**src/rtl/core/lfdt_pkg.sv**
```systemverilog
`timescale 1ns / 1ps

package lfdt_pkg;

  // Field widths of the request and result words.
  localparam int OP_W       = 2;
  localparam int IN_IDX_W   = 8;
  localparam int IN_HND_W   = 32;
  localparam int OUT_IDX_W  = 6;
  localparam int OUT_HND_W  = 32;
  localparam int KIND_W     = 2;

  // Slots examined per cycle by the free-slot scan.
  localparam int GROUP_BITS = 32;

  // Request opcodes.
  localparam logic [OP_W-1:0] OP_REG    = 2'd0;
  localparam logic [OP_W-1:0] OP_UNREG  = 2'd1;
  localparam logic [OP_W-1:0] OP_LOOKUP = 2'd2;

  // Result status codes.
  typedef enum logic [1:0] {
    ST_OK   = 2'd0,
    ST_BADF = 2'd1,
    ST_FULL = 2'd2
  } status_e;

  // Command kinds after classification in the front part.
  typedef enum logic [KIND_W-1:0] {
    KIND_REG    = 2'd0,
    KIND_UNREG  = 2'd1,
    KIND_LOOKUP = 2'd2,
    KIND_FAIL   = 2'd3
  } cmd_kind_e;

endpackage

```
**src/rtl/core/lfdt_front.sv**
```systemverilog
`timescale 1ns / 1ps

module lfdt_front
  import lfdt_pkg::*;
#(
  parameter int SLOTS       = 64,
  parameter int HANDLE_BITS = 32,
  parameter int IDX_W       = $clog2(SLOTS)
) (
  input  logic [OP_W-1:0]        op_i,
  input  logic [IN_IDX_W-1:0]    index_i,
  input  logic [IN_HND_W-1:0]    handle_i,
  output cmd_kind_e              kind_o,
  output logic [IDX_W-1:0]       idx_o,
  output logic [HANDLE_BITS-1:0] hnd_o
);

  // The stored handle is the request handle cut to the table's handle width.
  assign hnd_o = HANDLE_BITS'(handle_i);
  assign idx_o = IDX_W'(index_i);

  // Requests that fail whatever the table holds are marked here already.
  always_comb begin
    unique case (op_i)
      OP_REG: begin
        kind_o = (hnd_o == '0) ? KIND_FAIL : KIND_REG;
      end
      OP_UNREG: begin
        kind_o = (int'(index_i) >= SLOTS) ? KIND_FAIL : KIND_UNREG;
      end
      OP_LOOKUP: begin
        kind_o = (int'(index_i) >= SLOTS) ? KIND_FAIL : KIND_LOOKUP;
      end
      default: begin
        kind_o = KIND_FAIL;
      end
    endcase
  end

endmodule

```
**src/rtl/core/lfdt_queue.sv**
```systemverilog
`timescale 1ns / 1ps

module lfdt_queue #(
  parameter int WIDTH = 42
) (
  input  logic             clk_i,
  input  logic             rst_ni,
  input  logic             wr_valid_i,
  output logic             wr_ready_o,
  input  logic [WIDTH-1:0] wr_data_i,
  output logic             rd_valid_o,
  input  logic             rd_ready_i,
  output logic [WIDTH-1:0] rd_data_o
);

  // Two-entry queue between the front and the back part.
  logic [WIDTH-1:0] ent_q [2];
  logic             wptr_q, wptr_d;
  logic             rptr_q, rptr_d;
  logic [1:0]       cnt_q, cnt_d;
  logic             push, pop;

  assign wr_ready_o = (cnt_q != 2'd2);
  assign rd_valid_o = (cnt_q != 2'd0);
  assign rd_data_o  = ent_q[rptr_q];
  assign push       = wr_valid_i && wr_ready_o;
  assign pop        = rd_valid_o && rd_ready_i;

  // Pointer and fill level update.
  always_comb begin
    wptr_d = push ? ~wptr_q : wptr_q;
    rptr_d = pop ? ~rptr_q : rptr_q;
    cnt_d  = cnt_q + 2'(push) - 2'(pop);
  end

  always_ff @(posedge clk_i or negedge rst_ni) begin
    if (!rst_ni) begin
      wptr_q <= 1'b0;
      rptr_q <= 1'b0;
      cnt_q  <= 2'd0;
    end else begin
      wptr_q <= wptr_d;
      rptr_q <= rptr_d;
      cnt_q  <= cnt_d;
    end
  end

  // Entry storage needs no reset.
  always_ff @(posedge clk_i) begin
    if (push) begin
      ent_q[wptr_q] <= wr_data_i;
    end
  end

endmodule

```
**src/rtl/core/lfdt_back.sv**
```systemverilog
`timescale 1ns / 1ps

module lfdt_back
  import lfdt_pkg::*;
#(
  parameter int SLOTS       = 64,
  parameter int HANDLE_BITS = 32,
  parameter int IDX_W       = $clog2(SLOTS)
) (
  input  logic                   clk_i,
  input  logic                   rst_ni,
  input  logic                   cmd_valid_i,
  output logic                   cmd_ready_o,
  input  cmd_kind_e              cmd_kind_i,
  input  logic [IDX_W-1:0]       cmd_idx_i,
  input  logic [HANDLE_BITS-1:0] cmd_hnd_i,
  output logic                   out_valid_o,
  input  logic                   out_ready_i,
  output status_e                out_status_o,
  output logic [OUT_IDX_W-1:0]   out_idx_o,
  output logic [OUT_HND_W-1:0]   out_hnd_o
);

  localparam int CNT_W = $clog2(SLOTS + 1);
  localparam int GRP_W = (SLOTS < GROUP_BITS) ? SLOTS : GROUP_BITS;
  localparam int NG    = (SLOTS + GRP_W - 1) / GRP_W;
  localparam int GI_W  = (NG > 1) ? $clog2(NG) : 1;
  localparam int PE_W  = $clog2(GRP_W);
  localparam int OCC_W = NG * GRP_W;

  typedef enum logic [2:0] {
    S_IDLE = 3'b001,
    S_SCAN = 3'b010,
    S_READ = 3'b100
  } state_e;

  state_e                 state_q, state_d;
  cmd_kind_e              kind_q, kind_d;
  logic [IDX_W-1:0]       idx_q, idx_d;
  logic [HANDLE_BITS-1:0] hnd_q, hnd_d;
  logic [GI_W-1:0]        grp_q, grp_d;
  logic [CNT_W-1:0]       cnt_q, cnt_d;
  logic [OCC_W-1:0]       occ_q, occ_d;

  logic                   out_vld_q, out_vld_d;
  status_e                out_st_q, out_st_d;
  logic [OUT_IDX_W-1:0]   out_idx_q, out_idx_d;
  logic [OUT_HND_W-1:0]   out_hnd_q, out_hnd_d;

  // Slot store: one write and one registered read port.
  logic [HANDLE_BITS-1:0] mem_q [SLOTS];
  logic [HANDLE_BITS-1:0] rdata_q;
  logic                   rd_en;
  logic                   we;
  logic [IDX_W-1:0]       waddr;
  logic [HANDLE_BITS-1:0] wdata;

  logic [GRP_W-1:0]       occ_grp;
  logic [GRP_W-1:0]       free_m;
  logic [PE_W-1:0]        pe;
  logic                   any_free;
  logic                   last_grp;
  logic [IDX_W-1:0]       slot_found;
  logic [IDX_W-1:0]       slot_append;
  logic                   out_free;

  assign out_free = !out_vld_q || out_ready_i;

  // Free slots of the current group that lie below the high-water count.
  assign occ_grp = occ_q[grp_q*GRP_W +: GRP_W];

  always_comb begin
    free_m = '0;
    pe     = '0;
    for (int b = 0; b < GRP_W; b++) begin
      free_m[b] = ~occ_grp[b] && ((int'(grp_q) * GRP_W + b) < int'(cnt_q));
    end
    for (int b = GRP_W - 1; b >= 0; b--) begin
      if (free_m[b]) begin
        pe = PE_W'(b);
      end
    end
  end

  assign any_free    = |free_m;
  assign last_grp    = ((int'(grp_q) + 1) * GRP_W) >= int'(cnt_q);
  assign slot_found  = IDX_W'(int'(grp_q) * GRP_W + int'(pe));
  assign slot_append = IDX_W'(cnt_q);

  // Sequencer: dispatch, group scan, and slot read completion.
  always_comb begin
    state_d     = state_q;
    kind_d      = kind_q;
    idx_d       = idx_q;
    hnd_d       = hnd_q;
    grp_d       = grp_q;
    cnt_d       = cnt_q;
    occ_d       = occ_q;
    out_vld_d   = out_vld_q && !out_ready_i;
    out_st_d    = out_st_q;
    out_idx_d   = out_idx_q;
    out_hnd_d   = out_hnd_q;
    cmd_ready_o = 1'b0;
    rd_en       = 1'b0;
    we          = 1'b0;
    waddr       = idx_q;
    wdata       = hnd_q;

    unique case (state_q)
      S_IDLE: begin
        cmd_ready_o = out_free;
        if (cmd_valid_i && out_free) begin
          kind_d = cmd_kind_i;
          idx_d  = cmd_idx_i;
          hnd_d  = cmd_hnd_i;
          grp_d  = '0;
          unique case (cmd_kind_i)
            KIND_REG: begin
              state_d = S_SCAN;
            end
            KIND_UNREG, KIND_LOOKUP: begin
              if (CNT_W'(cmd_idx_i) < cnt_q) begin
                rd_en   = 1'b1;
                state_d = S_READ;
              end else begin
                out_vld_d = 1'b1;
                out_st_d  = ST_BADF;
                out_idx_d = '0;
                out_hnd_d = '0;
              end
            end
            default: begin
              out_vld_d = 1'b1;
              out_st_d  = ST_BADF;
              out_idx_d = '0;
              out_hnd_d = '0;
            end
          endcase
        end
      end

      S_READ: begin
        if (out_free) begin
          state_d   = S_IDLE;
          out_vld_d = 1'b1;
          out_idx_d = '0;
          if (rdata_q == '0) begin
            out_st_d  = ST_BADF;
            out_hnd_d = '0;
          end else begin
            out_st_d  = ST_OK;
            out_hnd_d = OUT_HND_W'(rdata_q);
            if (kind_q == KIND_UNREG) begin
              we           = 1'b1;
              waddr        = idx_q;
              wdata        = '0;
              occ_d[idx_q] = 1'b0;
            end
          end
        end
      end

      S_SCAN: begin
        if (any_free) begin
          if (out_free) begin
            we                = 1'b1;
            waddr             = slot_found;
            wdata             = hnd_q;
            occ_d[slot_found] = 1'b1;
            state_d           = S_IDLE;
            out_vld_d         = 1'b1;
            out_st_d          = ST_OK;
            out_idx_d         = OUT_IDX_W'(slot_found);
            out_hnd_d         = '0;
          end
        end else if (last_grp) begin
          if (out_free) begin
            state_d   = S_IDLE;
            out_vld_d = 1'b1;
            out_hnd_d = '0;
            if (cnt_q == CNT_W'(SLOTS)) begin
              out_st_d  = ST_FULL;
              out_idx_d = '0;
            end else begin
              we                 = 1'b1;
              waddr              = slot_append;
              wdata              = hnd_q;
              occ_d[slot_append] = 1'b1;
              cnt_d              = cnt_q + CNT_W'(1);
              out_st_d           = ST_OK;
              out_idx_d          = OUT_IDX_W'(slot_append);
            end
          end
        end else begin
          grp_d = grp_q + GI_W'(1);
        end
      end

      default: begin
        state_d = S_IDLE;
      end
    endcase
  end

  // Control state.
  always_ff @(posedge clk_i or negedge rst_ni) begin
    if (!rst_ni) begin
      state_q   <= S_IDLE;
      grp_q     <= '0;
      cnt_q     <= '0;
      occ_q     <= '0;
      out_vld_q <= 1'b0;
    end else begin
      state_q   <= state_d;
      grp_q     <= grp_d;
      cnt_q     <= cnt_d;
      occ_q     <= occ_d;
      out_vld_q <= out_vld_d;
    end
  end

  // Command and result payload.
  always_ff @(posedge clk_i) begin
    kind_q    <= kind_d;
    idx_q     <= idx_d;
    hnd_q     <= hnd_d;
    out_st_q  <= out_st_d;
    out_idx_q <= out_idx_d;
    out_hnd_q <= out_hnd_d;
  end

  // Slot store write port.
  always_ff @(posedge clk_i) begin
    if (we) begin
      mem_q[waddr] <= wdata;
    end
  end

  // Slot store read port.
  always_ff @(posedge clk_i) begin
    if (rd_en) begin
      rdata_q <= mem_q[cmd_idx_i];
    end
  end

  assign out_valid_o  = out_vld_q;
  assign out_status_o = out_st_q;
  assign out_idx_o    = out_idx_q;
  assign out_hnd_o    = out_hnd_q;

endmodule

```
**src/rtl/core/lowest_free_descriptor_table.sv**
```systemverilog
`timescale 1ns / 1ps

// Descriptor table of SLOTS entries that hands out the lowest free descriptor for a
// nonzero handle, and unregisters or looks up a descriptor below the high-water count.
// Requests enter a two-word queue, are registered there, and are carried out one at a
// time by the back part, which holds one finished result word in an output register;
// while that word waits, the back part takes no new request. A request that fails on
// its fields alone, or names a descriptor at or above the count, is answered straight
// from the idle state. Any other unregister or lookup passes through a read state,
// because the slot store read is registered. A register passes through the scan state,
// where the free-slot scan visits one group of 32 slots at a time until it finds a slot
// or reaches the count. The scan always visits at least one group, and at most
// max(1, ceil(count / 32)) groups. The slot store needs no clearing pass after reset:
// only slots below the count are ever read, and each of those has been written.

module lowest_free_descriptor_table
  import lfdt_pkg::*;
#(
  parameter int SLOTS       = 64,
  parameter int HANDLE_BITS = 32
) (
  input  logic        clk_i,
  input  logic        rst_ni,
  input  logic        s_axis_tvalid,
  output logic        s_axis_tready,
  input  logic [39:0] s_axis_tdata,  // index_in[7:0], handle_in[39:8]
  input  logic [1:0]  s_axis_tuser,  // op[1:0]
  output logic        m_axis_tvalid,
  input  logic        m_axis_tready,
  output logic [39:0] m_axis_tdata,  // index_out[5:0], handle_out[37:6], zero[39:38]
  output logic [1:0]  m_axis_tuser   // status[1:0]
);

  localparam int IDX_W = $clog2(SLOTS);
  localparam int CMD_W = KIND_W + IDX_W + HANDLE_BITS;

  cmd_kind_e              f_kind;
  logic [IDX_W-1:0]       f_idx;
  logic [HANDLE_BITS-1:0] f_hnd;
  logic [CMD_W-1:0]       q_rd_data;
  logic                   q_rd_valid;
  logic                   q_rd_ready;
  status_e                out_status;
  logic [OUT_IDX_W-1:0]   out_idx;
  logic [OUT_HND_W-1:0]   out_hnd;

  // Front part: classify the incoming word.
  lfdt_front #(
    .SLOTS       (SLOTS),
    .HANDLE_BITS (HANDLE_BITS),
    .IDX_W       (IDX_W)
  ) u_front (
    .op_i     (s_axis_tuser),
    .index_i  (s_axis_tdata[IN_IDX_W-1:0]),
    .handle_i (s_axis_tdata[IN_IDX_W +: IN_HND_W]),
    .kind_o   (f_kind),
    .idx_o    (f_idx),
    .hnd_o    (f_hnd)
  );

  // Command queue between the two parts.
  lfdt_queue #(
    .WIDTH (CMD_W)
  ) u_queue (
    .clk_i      (clk_i),
    .rst_ni     (rst_ni),
    .wr_valid_i (s_axis_tvalid),
    .wr_ready_o (s_axis_tready),
    .wr_data_i  ({f_kind, f_idx, f_hnd}),
    .rd_valid_o (q_rd_valid),
    .rd_ready_i (q_rd_ready),
    .rd_data_o  (q_rd_data)
  );

  // Back part: table state and result register.
  lfdt_back #(
    .SLOTS       (SLOTS),
    .HANDLE_BITS (HANDLE_BITS),
    .IDX_W       (IDX_W)
  ) u_back (
    .clk_i        (clk_i),
    .rst_ni       (rst_ni),
    .cmd_valid_i  (q_rd_valid),
    .cmd_ready_o  (q_rd_ready),
    .cmd_kind_i   (cmd_kind_e'(q_rd_data[CMD_W-1 -: KIND_W])),
    .cmd_idx_i    (q_rd_data[HANDLE_BITS +: IDX_W]),
    .cmd_hnd_i    (q_rd_data[HANDLE_BITS-1:0]),
    .out_valid_o  (m_axis_tvalid),
    .out_ready_i  (m_axis_tready),
    .out_status_o (out_status),
    .out_idx_o    (out_idx),
    .out_hnd_o    (out_hnd)
  );

  assign m_axis_tdata = {2'b00, out_hnd, out_idx};
  assign m_axis_tuser = out_status;

endmodule

```
**config.mk**
```make
export PLATFORM = sky130hd
export DESIGN_NAME = lowest_free_descriptor_table
export DESIGN_NICKNAME = d
export VERILOG_FILES = /design/src/rtl/core/lfdt_pkg.sv /design/src/rtl/core/lfdt_front.sv /design/src/rtl/core/lfdt_queue.sv /design/src/rtl/core/lfdt_back.sv /design/src/rtl/core/lowest_free_descriptor_table.sv
export SDC_FILE = /design/constraint.sdc
export NUM_CORES = 2
export LEC_CHECK = 0
export ABC_CLOCK_PERIOD_IN_PS = 9300
export CELL_PAD_IN_SITES_DETAIL_PLACEMENT = 2
export CELL_PAD_IN_SITES_GLOBAL_PLACEMENT = 2
export CORE_ASPECT_RATIO = 1.25
export CORE_MARGIN = 4
export CORE_UTILIZATION = 30
export CTS_BUF_LIST = sky130_fd_sc_hd__clkbuf_8
export DETAILED_ROUTE_END_ITERATION = 8
export DONT_BUFFER_PORTS = 1
export PLACE_DENSITY = 0.67
export SYNTH_ARGS = -nofsm -noshare
export SYNTH_HDL_FRONTEND = slang
export SYNTH_SLANG_ARGS = --single-unit
```
**constraint.sdc**
```tcl
create_clock -name clk_i -period 9.3 [get_ports clk_i]
set_clock_uncertainty 0.05 [all_clocks]
set_input_delay 0.93 -clock clk_i [delete_from_list [all_inputs] [get_ports clk_i]]
set_output_delay 0.93 -clock clk_i [all_outputs]
set_load 0.01 [all_outputs]
```
==> qor.csv <==
metric,value,unit
hold_class,input port to flip-flop,
first_global_vias,70500,
final_nets,7596,
startpoint_type,flip-flop,
cts_root_buf,clkbuf_8,
place.port_buffers,0,
hold_viol,0,
finalSetupViolations,0,
die_x,510,µm
ys_seq_area_share,73.3,%
crit_arrival,7.82,ns
antenna_found_initial,17,
period_minus_slack,7.15,ns
cp_max_fo,19,
power,34.2,mW
critPathCaptureType,flip-flop,
ys.flop_type,edfxtp_1,
dpl.hpwl,210000,µm
io_pins,90,
ys_seq_elements,2320,
numClockSinks,2320,
final_layout_size_suffix_gt1_share,11.2,%
p_leak,36.1,nW
post_cts.repair.setup_buffers,0,
syn_to_final_growth,13.8,%
netlist_instances,7424,
timing.rr.end,u_back.mem_q[37][18],
outcome,completed,
yosysUniqueCellTypes,89,
die_h,635,µm
max_freq,140,MHz
grt_usage,21.1,%
critPathRequiredTime,9.97,ns
path_class,flip-flop to flip-flop,
maxCapViolations,0,
rsz0062_at_grt,no,
routedWlPerCell,29.4,µm
vias_per_cell,5.41,
startpoint,u_back.cnt_q[5],
crit_end,u_back.mem_q[37][18],
worst_slew_pin_slew,1.33,ns
slew_viol_final,0,
synthArstFlopShare,3.45,%
numCtsBuffers,392,
syn-mean-instance-area,12.7,µm²
grt_max_degree,155,
cts_tree,built,
grt_first_pass_wirelength,506000,µm
initial_core_util,30.1,%
clk_latency,1.05,ns
ff2ff_path_depth,12,
min_period_over_period,76.8,%
slew_headroom,10.5,%
cts_hold_buffers,40,
num_vias,65100,
rows,230,
worstReg2RegStart,u_back.cnt_q[5],
firstDrtPassIters,5,
drc,0,
drt_iter0_markers,5883,
ys_warn_count,0,
drt-total-wl,354000,µm
r2r_slack,2.15,ns
core,314000,µm²
clock_path_buffers,4,
clk_pin_slew_worst_paths,0.06,ns
grt.overflow.total,0,
dieArea,324000,µm²
setup_tns,0,ns
syn_area,94500,µm²
power.density,318,nW/µm²
vdd_drop_max,226,µV
antenna_left,0,
cts_resized,0,
synth_edf_count,2240,
htreeDepth,5,
place.gp.congestion,0.786,
[critical path, stage by stage (launching register included)]
cell	delay [ns]
dfrtp_1	0.65
inv_1	0.26
ha_1	0.52
nor3b_2	0.65
a221oi_1	0.22
a21boi_0	0.42
o2111a_1	0.50
and4_1	0.59
a21oi_4	0.26
o221ai_4	0.80
nand2_1	0.55
nor2_4	0.89
buf_4	0.38
[layout make-up]
class / instances / area (µm²)
antenna: 9 / 22.5
clock inverter: 306 / 1580
tap: 4176 / 5230
fill: 32500 / 206000
timing repair buffer: 235 / 2110
sequential: 2320 / 69300
multi-input combinational: 4558 / 23700
inverter: 27 / 121
clock buffer: 401 / 5520
[sequential cells by signal, summed over array words and instances, names as in the netlist]
| register | flops |
|---|---|
| u_back.out_hnd_o | 32 |
| u_back.kind_q | 2 |
| u_back.idx_q | 6 |
| u_back.state_q | 3 |
| u_back.grp_q | 1 |
| u_back.out_valid_o | 1 |
| u_back.occ_q | 64 |
| u_queue.wptr_q | 1 |
| u_queue.cnt_q | 2 |
| u_queue.ent_q | 80 |
| u_back.out_status_o | 2 |
| u_queue.rptr_q | 1 |
| u_back.hnd_q | 32 |
| u_back.rdata_q | 32 |
| u_back.mem_q | 2048 |
| u_back.out_idx_o | 6 |
| u_back.cnt_q | 7 |
[cells in the final DEF (no fill, tap or decap), types with 14 or more instances in the layout]
cell / n
a21oi_1: 147
a221oi_1: 40
a311oi_1: 344
a31oi_1: 41
and2_1: 42
and2_2: 32
and3_1: 130
buf_12: 18
buf_4: 177
clkbuf_8: 401
clkinv_1: 113
clkinv_2: 50
dfrtp_1: 77
dlygate4sd3_1: 39
edfxtp_1: 2240
ha_1: 16
inv_1: 136
mux2_2: 39
mux2i_1: 23
nand2_1: 2105
nand3_1: 1073
nor2_1: 75
nor2_4: 19
nor2b_1: 14
nor3_1: 50
nor3_2: 41
nor4_1: 19
o21ai_0: 36
o22ai_1: 62
[cell usage after synthesis, types with 14 or more instances]
cell type  instances  share of area [%]
edfxtp_1        2240                 71
a21oi_1          149               0.79
a31oi_1           41               0.27
mux2_2            39               0.46
inv_1             23              0.091
buf_2             15              0.079
o22ai_1           62               0.41
clkbuf_1         453                1.8
nand3_1         1073                5.7
nand2_1         2105                8.4
and2_1            74               0.49
nor3_1            90               0.48
nor4_1            32               0.21
dfrtp_1           79                2.1
mux2i_1           29               0.31
and3_1           131               0.87
a221oi_1          40               0.37
ha_1              16               0.21
o21ai_0           36               0.19
buf_1             42               0.17
nor2b_1           14              0.093
a311oi_1         349                3.2
nor2_1            95               0.38
[metal layers]
metal	track usage (%)	part of all wire, %	vias to the layer above
li1	-	-	27900
met1	26.4	41	34800
met2	36.8	51	1832
met3	2.64	4.5	575
met4	8.58	4.2	0
met5	0	0	-
[report_power, final]
group	internal (mW)	leakage, nW	switching [mW]
clock network	4.31	4.06	4.31
logic	2.39	10.7	9.47
registers	13.5	21.3	0.278
[cells by family after synthesis]
| family | count (synthesis) | share of synthesized area [%] |
|---|---|---|
| xor+xnor | 10 | 0.0927 |
| flops | 2320 | 73.3 |
| fa+ha+maj | 16 | 0.212 |
| mux | 68 | 0.772 |
| simple gates | 3682 | 17.2 |
| other cells | 1 | 0.00397 |
| compound gates | 780 | 6.22 |
| buf+inv | 547 | 2.25 |
[worst min path at each step]
stage | start | end | slack, ns | depth (start not counted)
floorplan | u_queue.wptr_q | u_queue.wptr_q | 0.41 | 1
global placement | u_queue.cnt_q[1] | u_queue.cnt_q[1] | 0.44 | 1
CTS | s_axis_tvalid | u_queue.wptr_q | 0.04 | 2
detailed placement | u_queue.cnt_q[1] | u_queue.cnt_q[1] | 0.45 | 1
global route | s_axis_tvalid | u_queue.wptr_q | 0.1 | 2
finish | s_axis_tvalid | u_queue.wptr_q | 0.13 | 2
[metrics by stage]
step | hold WS [ns] | util (%) | setup WS (ns) | cell area, µm² | cells
finish | 0.133 | 34.3 | 2.15 | 108000 | 12000
global route | 0.0969 | 34.3 | 1.84 | 108000 | 12000
CTS | 0.0436 | 34.3 | 2.21 | 108000 | 12000
detailed placement | 0.446 | 31.9 | 2.25 | 100000 | 11300
global placement | 0.436 | 31.9 | 2.53 | 100000 | 11300
floorplan | 0.410 | - | 1.99 | 94500 | 7425
Note: power is estimated with default switching activity, not from simulation.
